==> src/design/idl_pkg.sv <==
// Shared constants and types for the id list block.
package idl_pkg;

    localparam int DEPTH_DEF   = 64;
    localparam int ID_BITS_DEF = 16;

    localparam int COUNT_BITS  = 7;
    localparam int STATUS_BITS = 2;

    localparam logic CMD_INSERT = 1'b0;
    localparam logic CMD_REMOVE = 1'b1;

    localparam logic [STATUS_BITS-1:0] ST_INSERTED  = 2'd0;
    localparam logic [STATUS_BITS-1:0] ST_REMOVED   = 2'd1;
    localparam logic [STATUS_BITS-1:0] ST_NOT_FOUND = 2'd2;
    localparam logic [STATUS_BITS-1:0] ST_FULL      = 2'd3;

    // Operation broadcast to every cell, already qualified by the handshake.
    typedef struct packed {
        logic ins;
        logic rem;
    } idl_op_t;

endpackage

==> src/design/idl_cell.sv <==
// One list slot: holds an id and its valid bit, compares and shifts from its neighbor.
module idl_cell import idl_pkg::*;
#(
    parameter int ID_BITS = ID_BITS_DEF
)
(
    input  logic               clk,
    input  logic               rst_n,
    input  idl_op_t            op,
    input  logic [ID_BITS-1:0] id,
    input  logic               prev_valid,
    input  logic               next_valid,
    input  logic [ID_BITS-1:0] next_entry,
    input  logic               shift,
    output logic               valid,
    output logic [ID_BITS-1:0] entry,
    output logic               match
);

    logic               valid_reg;
    logic               valid_next;
    logic [ID_BITS-1:0] entry_reg;
    logic [ID_BITS-1:0] entry_next;

    assign valid = valid_reg;
    assign entry = entry_reg;
    assign match = valid_reg && (entry_reg == id);

    always_comb
    begin
        valid_next = valid_reg;
        entry_next = entry_reg;
        // tail slot is the first empty cell: the head cell, or one right after a filled cell
        if (op.ins && !valid_reg && prev_valid)
        begin
            valid_next = 1'b1;
            entry_next = id;
        end
        else if (op.rem && shift)
        begin
            valid_next = next_valid;
            entry_next = next_entry;
        end
    end

    always_ff @(posedge clk or negedge rst_n)
    begin
        if (!rst_n)
        begin
            valid_reg <= 1'b0;
        end
        else
        begin
            valid_reg <= valid_next;
        end
    end

    always_ff @(posedge clk)
    begin
        entry_reg <= entry_next;
    end

endmodule

==> src/design/idl_prefix.sv <==
// Log-depth inclusive prefix OR over the cell match bits.
module idl_prefix import idl_pkg::*;
#(
    parameter int DEPTH = DEPTH_DEF
)
(
    input  logic [DEPTH-1:0] match,
    output logic [DEPTH-1:0] prefix
);

    localparam int LEVELS = (DEPTH > 1) ? $clog2(DEPTH) : 1;

    logic [LEVELS:0][DEPTH-1:0] lvl;

    assign lvl[0] = match;

    for (genvar l = 0; l < LEVELS; l++)
    begin : g_lvl
        localparam int STRIDE = 1 << l;
        for (genvar i = 0; i < DEPTH; i++)
        begin : g_bit
            if (i >= STRIDE)
            begin : g_or
                assign lvl[l+1][i] = lvl[l][i] | lvl[l][i-STRIDE];
            end
            else
            begin : g_pass
                assign lvl[l+1][i] = lvl[l][i];
            end
        end
    end

    assign prefix = lvl[LEVELS];

endmodule

==> src/design/id_list_insert_remove.sv <==
// Top level: ordered id list built as a chain of cells, insert at tail, remove first match.
//
//  channel | dir | handshake            | fields
//  --------+-----+----------------------+------------------------------
//  req     | in  | req_valid/req_ready  | command[0:0], id[ID_BITS-1:0]
//  rsp     | out | rsp_valid/rsp_ready  | status[1:0], count[6:0]
//
// One word per cycle: every cell compares its id in parallel, a log-depth prefix OR
// picks the first match, and all cells load or shift in the same cycle.
// The result sits in an output register; a new word is taken whenever that register
// is empty or being drained, so rsp_ready low stalls req_ready.
// Reset clears valid bits, count_reg and rsp_valid; ids, status and count are not reset.
module id_list_insert_remove import idl_pkg::*;
#(
    parameter int DEPTH   = DEPTH_DEF,
    parameter int ID_BITS = ID_BITS_DEF
)
(
    input  logic                   clk,
    input  logic                   rst_n,
    input  logic                   req_valid,
    output logic                   req_ready,
    input  logic                   command,
    input  logic [ID_BITS-1:0]     id,
    output logic                   rsp_valid,
    input  logic                   rsp_ready,
    output logic [STATUS_BITS-1:0] status,
    output logic [COUNT_BITS-1:0]  count
);

    localparam int CNT_BITS = $clog2(DEPTH + 1);

    logic                   fire;
    idl_op_t                op;
    logic [DEPTH-1:0]       valid_vec;
    logic [DEPTH-1:0]       match_vec;
    logic [DEPTH-1:0]       shift_vec;
    logic [ID_BITS-1:0]     entry_arr [DEPTH];
    logic                   full;
    logic                   found;

    logic [CNT_BITS-1:0]    count_reg;
    logic [CNT_BITS-1:0]    count_next;
    logic                   rsp_valid_reg;
    logic                   rsp_valid_next;
    logic [STATUS_BITS-1:0] status_reg;
    logic [STATUS_BITS-1:0] status_next;
    logic [COUNT_BITS-1:0]  rsp_count_reg;

    assign req_ready = !rsp_valid_reg || rsp_ready;
    assign fire      = req_valid && req_ready;
    assign op.ins    = fire && (command == CMD_INSERT);
    assign op.rem    = fire && (command == CMD_REMOVE);

    assign full  = valid_vec[DEPTH-1];
    assign found = shift_vec[DEPTH-1];

    for (genvar i = 0; i < DEPTH; i++)
    begin : g_cell
        logic               prev_v;
        logic               next_v;
        logic [ID_BITS-1:0] next_e;

        if (i == 0)
        begin : g_head
            assign prev_v = 1'b1;
        end
        else
        begin : g_mid
            assign prev_v = valid_vec[i-1];
        end

        if (i == DEPTH - 1)
        begin : g_tail
            assign next_v = 1'b0;
            assign next_e = '0;
        end
        else
        begin : g_body
            assign next_v = valid_vec[i+1];
            assign next_e = entry_arr[i+1];
        end

        idl_cell #(
            .ID_BITS (ID_BITS)
        ) u_cell (
            .clk        (clk),
            .rst_n      (rst_n),
            .op         (op),
            .id         (id),
            .prev_valid (prev_v),
            .next_valid (next_v),
            .next_entry (next_e),
            .shift      (shift_vec[i]),
            .valid      (valid_vec[i]),
            .entry      (entry_arr[i]),
            .match      (match_vec[i])
        );
    end

    idl_prefix #(
        .DEPTH (DEPTH)
    ) u_prefix (
        .match  (match_vec),
        .prefix (shift_vec)
    );

    always_comb
    begin
        count_next     = count_reg;
        status_next    = status_reg;
        rsp_valid_next = rsp_valid_reg;
        if (rsp_valid_reg && rsp_ready)
        begin
            rsp_valid_next = 1'b0;
        end
        if (op.ins)
        begin
            rsp_valid_next = 1'b1;
            if (full)
            begin
                status_next = ST_FULL;
            end
            else
            begin
                status_next = ST_INSERTED;
                count_next  = count_reg + CNT_BITS'(1);
            end
        end
        else if (op.rem)
        begin
            rsp_valid_next = 1'b1;
            if (found)
            begin
                status_next = ST_REMOVED;
                count_next  = count_reg - CNT_BITS'(1);
            end
            else
            begin
                status_next = ST_NOT_FOUND;
            end
        end
    end

    always_ff @(posedge clk or negedge rst_n)
    begin
        if (!rst_n)
        begin
            count_reg     <= '0;
            rsp_valid_reg <= 1'b0;
        end
        else
        begin
            count_reg     <= count_next;
            rsp_valid_reg <= rsp_valid_next;
        end
    end

    always_ff @(posedge clk)
    begin
        if (fire)
        begin
            status_reg    <= status_next;
            rsp_count_reg <= COUNT_BITS'(count_next);
        end
    end

    assign rsp_valid = rsp_valid_reg;
    assign status    = status_reg;
    assign count     = rsp_count_reg;

`ifndef SYNTHESIS
    localparam int VW = DEPTH + 1;

    // count tracks the number of occupied cells
    assert property (@(posedge clk) disable iff (!rst_n)
        $countones(valid_vec) == int'(count_reg))
        else $error("count does not match occupied cells");

    // occupied cells always form a contiguous run from the head
    assert property (@(posedge clk) disable iff (!rst_n)
        (((VW'(valid_vec)) + VW'(1)) & VW'(valid_vec)) == '0)
        else $error("occupied cells not contiguous");

    // a dropped insert is only reported with the list full
    assert property (@(posedge clk) disable iff (!rst_n)
        (fire && (command == CMD_INSERT) && !full) |=> (status_reg == ST_INSERTED))
        else $error("insert with room not reported as inserted");

    // a removal takes exactly one cell out
    assert property (@(posedge clk) disable iff (!rst_n)
        (fire && (command == CMD_REMOVE) && found)
            |=> ($countones(valid_vec) + 1 == $countones($past(valid_vec))))
        else $error("remove did not free exactly one cell");
`endif

endmodule
==> config.mk <==
export PLATFORM = sky130hd
export DESIGN_NAME = id_list_insert_remove
export DESIGN_NICKNAME = d
export VERILOG_FILES = /design/src/design/idl_pkg.sv /design/src/design/idl_cell.sv /design/src/design/idl_prefix.sv /design/src/design/id_list_insert_remove.sv
export SDC_FILE = /design/constraint.sdc
export NUM_CORES = 2
export LEC_CHECK = 0
export ABC_AREA = 1
export BUFFER_PORTS_ARGS = -buffer_cell sky130_fd_sc_hd__buf_2
export CAP_MARGIN = 20
export CELL_PAD_IN_SITES_DETAIL_PLACEMENT = 1
export CELL_PAD_IN_SITES_GLOBAL_PLACEMENT = 1
export CORE_AREA = 2 2 387 389
export CTS_CLUSTER_DIAMETER = 80
export CTS_CLUSTER_SIZE = 24
export DETAILED_ROUTE_END_ITERATION = 10
export DIE_AREA = 0 0 389 391
export PLACE_DENSITY_LB_ADDON = 0.1
export SYNTH_ARGS = -nofsm -noshare
export SYNTH_HDL_FRONTEND = slang
export SYNTH_HIERARCHICAL = 1
export SYNTH_SLANG_ARGS = --single-unit
==> constraint.sdc <==
create_clock -name clk -period 4 [get_ports clk]
set_input_delay 0 -clock clk [delete_from_list [all_inputs] [get_ports clk]]
set_output_delay 0 -clock clk [all_outputs]
set_load 0.01 [all_outputs]
**Word level (Yosys, flattened, before mapping)**

Cells that the tools add are included.

- Bits in registers: 1105
- Latch bits: 0
- Memory bits (writable): 0
- Memory bits (read-only): 0
- Input port bits: 21
- Output and inout bits: 11
- Word-level logic and storage cells: 1179
- Memories kept: 0

- Add/sub/neg operators: 2
- Multiply operators: 0
- Divide/modulo/power cells: 0
- $lt $le $gt $ge: 0
- Equality and inequality tests: 64
- Shifts and indexed selects: 0
- Mux-type cells: 267
- Bitwise operators: 322
- Reductions and logical operators: 392

Operator list:

| operator | number |
|---|---|
| $mux W16 | 128 |
| $eq A16 B16 Y1 | 64 |
| $or A1 B1 Y1 | 321 |
| $logic_and A1 B1 Y1 | 259 |
| $mux W1 | 131 |
| $reduce_bool A2 Y1 | 65 |
| $logic_not A1 Y1 | 65 |
| $mux W7 | 4 |
| $mux W2 | 4 |
| $add A7 B1 Y7 const B | 1 |
| $sub A7 B1 Y7 const B | 1 |
| $reduce_bool A3 Y1 | 1 |
| $reduce_and A2 Y1 | 1 |
| $logic_or A1 B1 Y1 | 1 |
| $not A1 Y1 | 1 |

**Logic depth before layout (Yosys ltp)**

- Depth in word-level cells: 11
- Depth in mapped cells: 21

**Cells and area by module**

The synthesis kept the hierarchy.

Modules (own cells, without submodules):

| module | times used | cells each | area an instance (um2) |
|---|---|---|---|
| idl_cell | 64 | 115 | 1001.0 |
| idl_prefix | 1 | 337 | 1346.3 |
| id_list_insert_remove | 1 | 105 | 903.4 |

**Worst setup path before layout**

No wires, ideal clock.

- Path kind: register to register
- Start: register rsp_valid_reg, in the netlist rsp_valid
- End: register g_cell[0].u_cell.entry_reg[0] (enable)
- Data arrival time: 3.535 ns
- Path slack: 0.093 ns
- Cell stages (with the launch flop): 7
- Buffers on the path: 1
- Period minus slack after synthesis: 3.907 ns
- Cell sequence: dfrtp_1 nand2_2 nand3_2 inv_2 nand3b_4 buf_6 nand2_1

RTL lines:

| item | line | text |
|---|---|---|
| from (decl) | id_list_insert_remove.sv:44 | `logic rsp_valid_reg;` |
| from (signal assigned) | id_list_insert_remove.sv:155 | `rsp_valid_reg <= rsp_valid_next;` |
| to (signal assigned) | idl_cell.sv:60 | `entry_reg <= entry_next;` |
| to (decl) | idl_cell.sv:22 | `logic [ID_BITS-1:0] entry_reg;` |

**Worst setup path after layout**

- Start: input port id[4]
- End: register rsp_count_reg[3], in the netlist count[3] (data pin)

- Word-level cells in the longest chain between the ends: 11
- Elaborated cells on any way between the ends: 194

RTL lines:

| item | line | text |
|---|---|---|
| from (decl) | id_list_insert_remove.sv:24 | `input logic [ID_BITS-1:0] id,` |
| $eq A16 B16 Y1 | idl_cell.sv:27 | `assign match = valid_reg && (entry_reg == id);` |
| $logic_and A1 B1 Y1 | idl_cell.sv:27 |  |
| via match_vec[18] | id_list_insert_remove.sv:36 | `logic [DEPTH-1:0] match_vec;` |
| $or A1 B1 Y1 (6 in series) | idl_prefix.sv:24 | `assign lvl[l+1][i] = lvl[l][i] \| lvl[l][i-STRIDE];` |
| via shift_vec[63] | id_list_insert_remove.sv:37 | `logic [DEPTH-1:0] shift_vec;` |
| $mux W7 | id_list_insert_remove.sv:133 | `if (found)` |
| $mux W7 | id_list_insert_remove.sv:130 | `else if (op.rem)` |
| $mux W7 | id_list_insert_remove.sv:117 | `if (op.ins)` |
| via count_next[3] | id_list_insert_remove.sv:43 | `logic [CNT_BITS-1:0] count_next;` |
| to (signal assigned) | id_list_insert_remove.sv:164 | `rsp_count_reg <= COUNT_BITS'(count_next);` |
| to (decl) | id_list_insert_remove.sv:48 | `logic [COUNT_BITS-1:0] rsp_count_reg;` |

The timed path passes the listed nets, and every way through them passes these cells.
A chain may end at the register's enable or synchronous reset.

==> run_results.csv <==
group,metric,value,unit
final_layout,drive_gt1_frac,0.117,
yosys,ys_warn_count,6,
yosys,synth_area,66300,µm²
grt,grtUsageTotal,0.263,
clock_network,cts_tree,"done",
yosys,netlist_top_cells_area,"edfxtp_1 (47%), nand2_1 (15%), mux2_2 (7.6%)",
placed_design,pre_cts_slack,0.214,ns
route,drt-initial-drc-count,3122,
final_layout,post-route-util,0.489,
grt,grt_max_degree,58,
route,wl_per_cell,20.1,µm
sta,drv_slew,0,
die,rows,142,
final_layout,fillCellCount,17600,
clock_network,htreeDepth,3,
worst_setup_path,cp-start-kind,"input pin",
outcome,status,"complete, no violations",
sta,skew,0.0368,ns
die,fp.dieArea,152000,µm²
sta,finalCritPeriodShare,0.952,
yosys,synth_edf_count,1033,
sta,slew_headroom,0.471,
yosys,synth_commonest_cells,"nand2_1 (2721), inv_1 (1141), edfxtp_1 (1033)",
grt,met1_usage,0.335,
sta,finalHoldViolCount,0,
worst_setup_path,critPathSlowestCell,"dlygate4sd3_1",
final_layout,layout.nets,8008,
route,firstDrtPassIters,5,
grt,grt_pass1_wl,315,mm
route,ant_nets,0,
yosys,syn_avg_cell_area,8.50,µm²
yosys,seq_area_frac_synth,0.495,
worst_setup_path,crit_type,"input pin to flip-flop",
pwr,p_leak,35.4,nW
final_layout,final_cells,9991,
final_layout,num_antenna_cells,0,
sta,rsz0062_at_grt,"false",
placed_design,dp_cells,9826,
worst_setup_path,slowest_delay,0.56,ns
grt,grt_pass1_vias,55400,
placed_design,routabilityCongestion,0.874,
worst_setup_path,crit_chain,"dlygate4sd3_1 -> buf_6 -> buf_12 -> xor2_1 -> nor3_1 -> nand2_1 -> nor2_1 -> buf_4 -> nor2_1 -> nand2_1 -> nor2_1 -> nand2_1 -> nor2_2 -> nand2_2 -> inv_1 -> nor2_2 -> nand2_1 -> nand2_1 -> nand3b_1 -> dlygate4sd3_1 -> nand2_1",
die,io_pins,32,
worst_setup_path,cp_max_fo,37,
die,initial_core_util,0.446,
clock_network,numCtsBuffers,78,
worst_setup_path,cpMostUsedCell,"nand2_1",
yosys,ys_ff_latch,1105,
yosys,synthArstFlopShare,0.0652,
final_layout,syn_to_final_growth,9.52,%
yosys,yosysTopAreaCell,"edfxtp_1",
route,vias,52200,
yosys,synth-main-ff-cell,"edfxtp_1",
clock_network,cts_root_buffer,"clkbuf_16",
sta,finalSetupViolCount,0,
grt,grtUsageMet2,0.468,
clock_network,path_clk_slew,0.10,ns
sta,worst_pin_slew,0.792,ns
grt,grt_overflow,0,
route,vias_per_cell,5.23,
die,core_area,149000,µm²
placed_design,io_buffers,31,
final_layout,largest_reg_flops,1024,
grt,grt_busiest_layer,"met2",
sta,max_freq,263,MHz
grt,grt_use_met3,0.0317,
yosys,synthesis.instances,7802,
yosys,synth_most_common_cell,"nand2_1",
job,drv_cap,0,
yosys,synth.distinct_cells,27,
pwr,power_density,344,nW/µm²
worst_setup_path,endpoint_kind,"flip-flop",
yosys,yosysTopAreaCellShare,0.468,
worst_setup_path,worstPathRequired,4.44,ns
die,chipHeight,391,µm
sta,setup_tns,0,ns
grt,antenna_found_initial,5,
clock_network,clockBufferDepth,3,
route,totalWireLength,201,mm
sta,period_needed,3.81,ns
placed_design,dp_hpwl,146,mm
sta,fin_ws,0.193,ns
die,die_w,389,µm
pwr,ir_worst_vdd,0.000319,V
route,drc,0,
clock_network,clock_sinks,1105,
clock_network,clock_latency,0.71,ns
min_path,hold_class,"input pin to flip-flop",
worst_setup_path,critical_path_arrival,4.25,ns
[per-layer routing]
metal  vias up  routed length [µm]
met1     25700               87200
met5         -                  31
met4         4                5930
met2       789              100000
met3       253                7370
li1      25500                   -
[area by class of cell]
class                           count  area, µm²  area share
Tap cell                         1944       2430      0.0335
Sequential cell                  1105      32800       0.452
Clock inverter                     53        667     0.00918
Timing Repair Buffer              216       2260      0.0311
Inverter                         1145       4310      0.0593
Clock buffer                       89       2090      0.0287
Multi-Input combinational cell   5439      28100       0.386
[what timing repair did]
action                                  4_1_cts  5_1_grt
endpoints found under the setup margin        0        2
buffers inserted                              0        0
gates resized for setup                       0        9
hold buffers                                 23        0
endpoints found under the hold margin       203        0
[where the power goes]
part | leakage, nW | total [mW] | internal (mW) | switching [mW]
registers | 10.2 | 13.3 | 12.9 | 0.355
clock network | 1.32 | 9.10 | 4.31 | 4.79
logic | 23.8 | 2.63 | 0.911 | 1.72
total | 35.4 | 25.0 | 18.1 | 6.86
[worst max-delay path, delay by kind of cell]
family / cells / cell delay [ns]
AND/OR/NAND/NOR: 14 / 1.97
XOR/XNOR: 1 / 0.17
buffers and inverters: 6 / 2.04
[metrics by stage]
| stage | instance area [µm²] | hold slack (ns) | total power, mW |
|---|---|---|---|
| 6_report | 72600 | 0.0777 | 25.0 |
| 5_1_grt | 72600 | 0.0506 | 25.9 |
| 4_1_cts | 72600 | 0.0393 | 25.3 |
| 3_5_place_dp | 69600 | 0.0712 | 16.1 |
| 3_3_place_gp | 69600 | 0.0717 | 16.0 |
| 2_1_floorplan | 66400 | -0.296 | 15.0 |
[cells in the final DEF (no fill, tap or decap), drive strengths merged, types with 5 or more instances in the layout]
cell         instances
edfxtp            1033
inv               1168
clkbuf              90
o21ai              710
buf                194
nand3              204
dfrtp               72
dlygate4sd3         21
nor3                64
xor2               257
conb                18
nand2             2731
o22ai              128
mux2               448
nand3b              65
nor2               807
clkinvlp             7
clkinv              18
bufinv               5
[cell families (layout without fill, tap and decap cells)]
family	count (synthesis)	in the layout	share of synthesized area
buffers and inverters	1274	1503	0.0830
AND/OR/NAND/NOR	3874	3874	0.242
other	2	18	0.000113
XOR/XNOR	257	257	0.0339
adder cells (fa/ha/maj)	2	2	0.000377
flip-flops	1105	1105	0.495
multiplexers	448	448	0.0761
AO/OA/AOI/OAI	840	840	0.0695
[final timing paths]
path,from,to,slack (ns),cells past startpoint
worst max-delay path,id[4],count[3],0.19,21
worst min-delay path,id[7],g_cell[44].u_cell/entry[7],0.08,2
worst max register to register,g_cell[18].u_cell/entry[8],count[3],0.23,22
worst min register to register,count_reg[5],count_reg[5],0.54,2
max in group asynchronous,rst_n,g_cell[16].u_cell/valid,2.76,4
min in group asynchronous,rst_n,g_cell[54].u_cell/valid,0.50,4
Power figures use the tool's default switching activity.
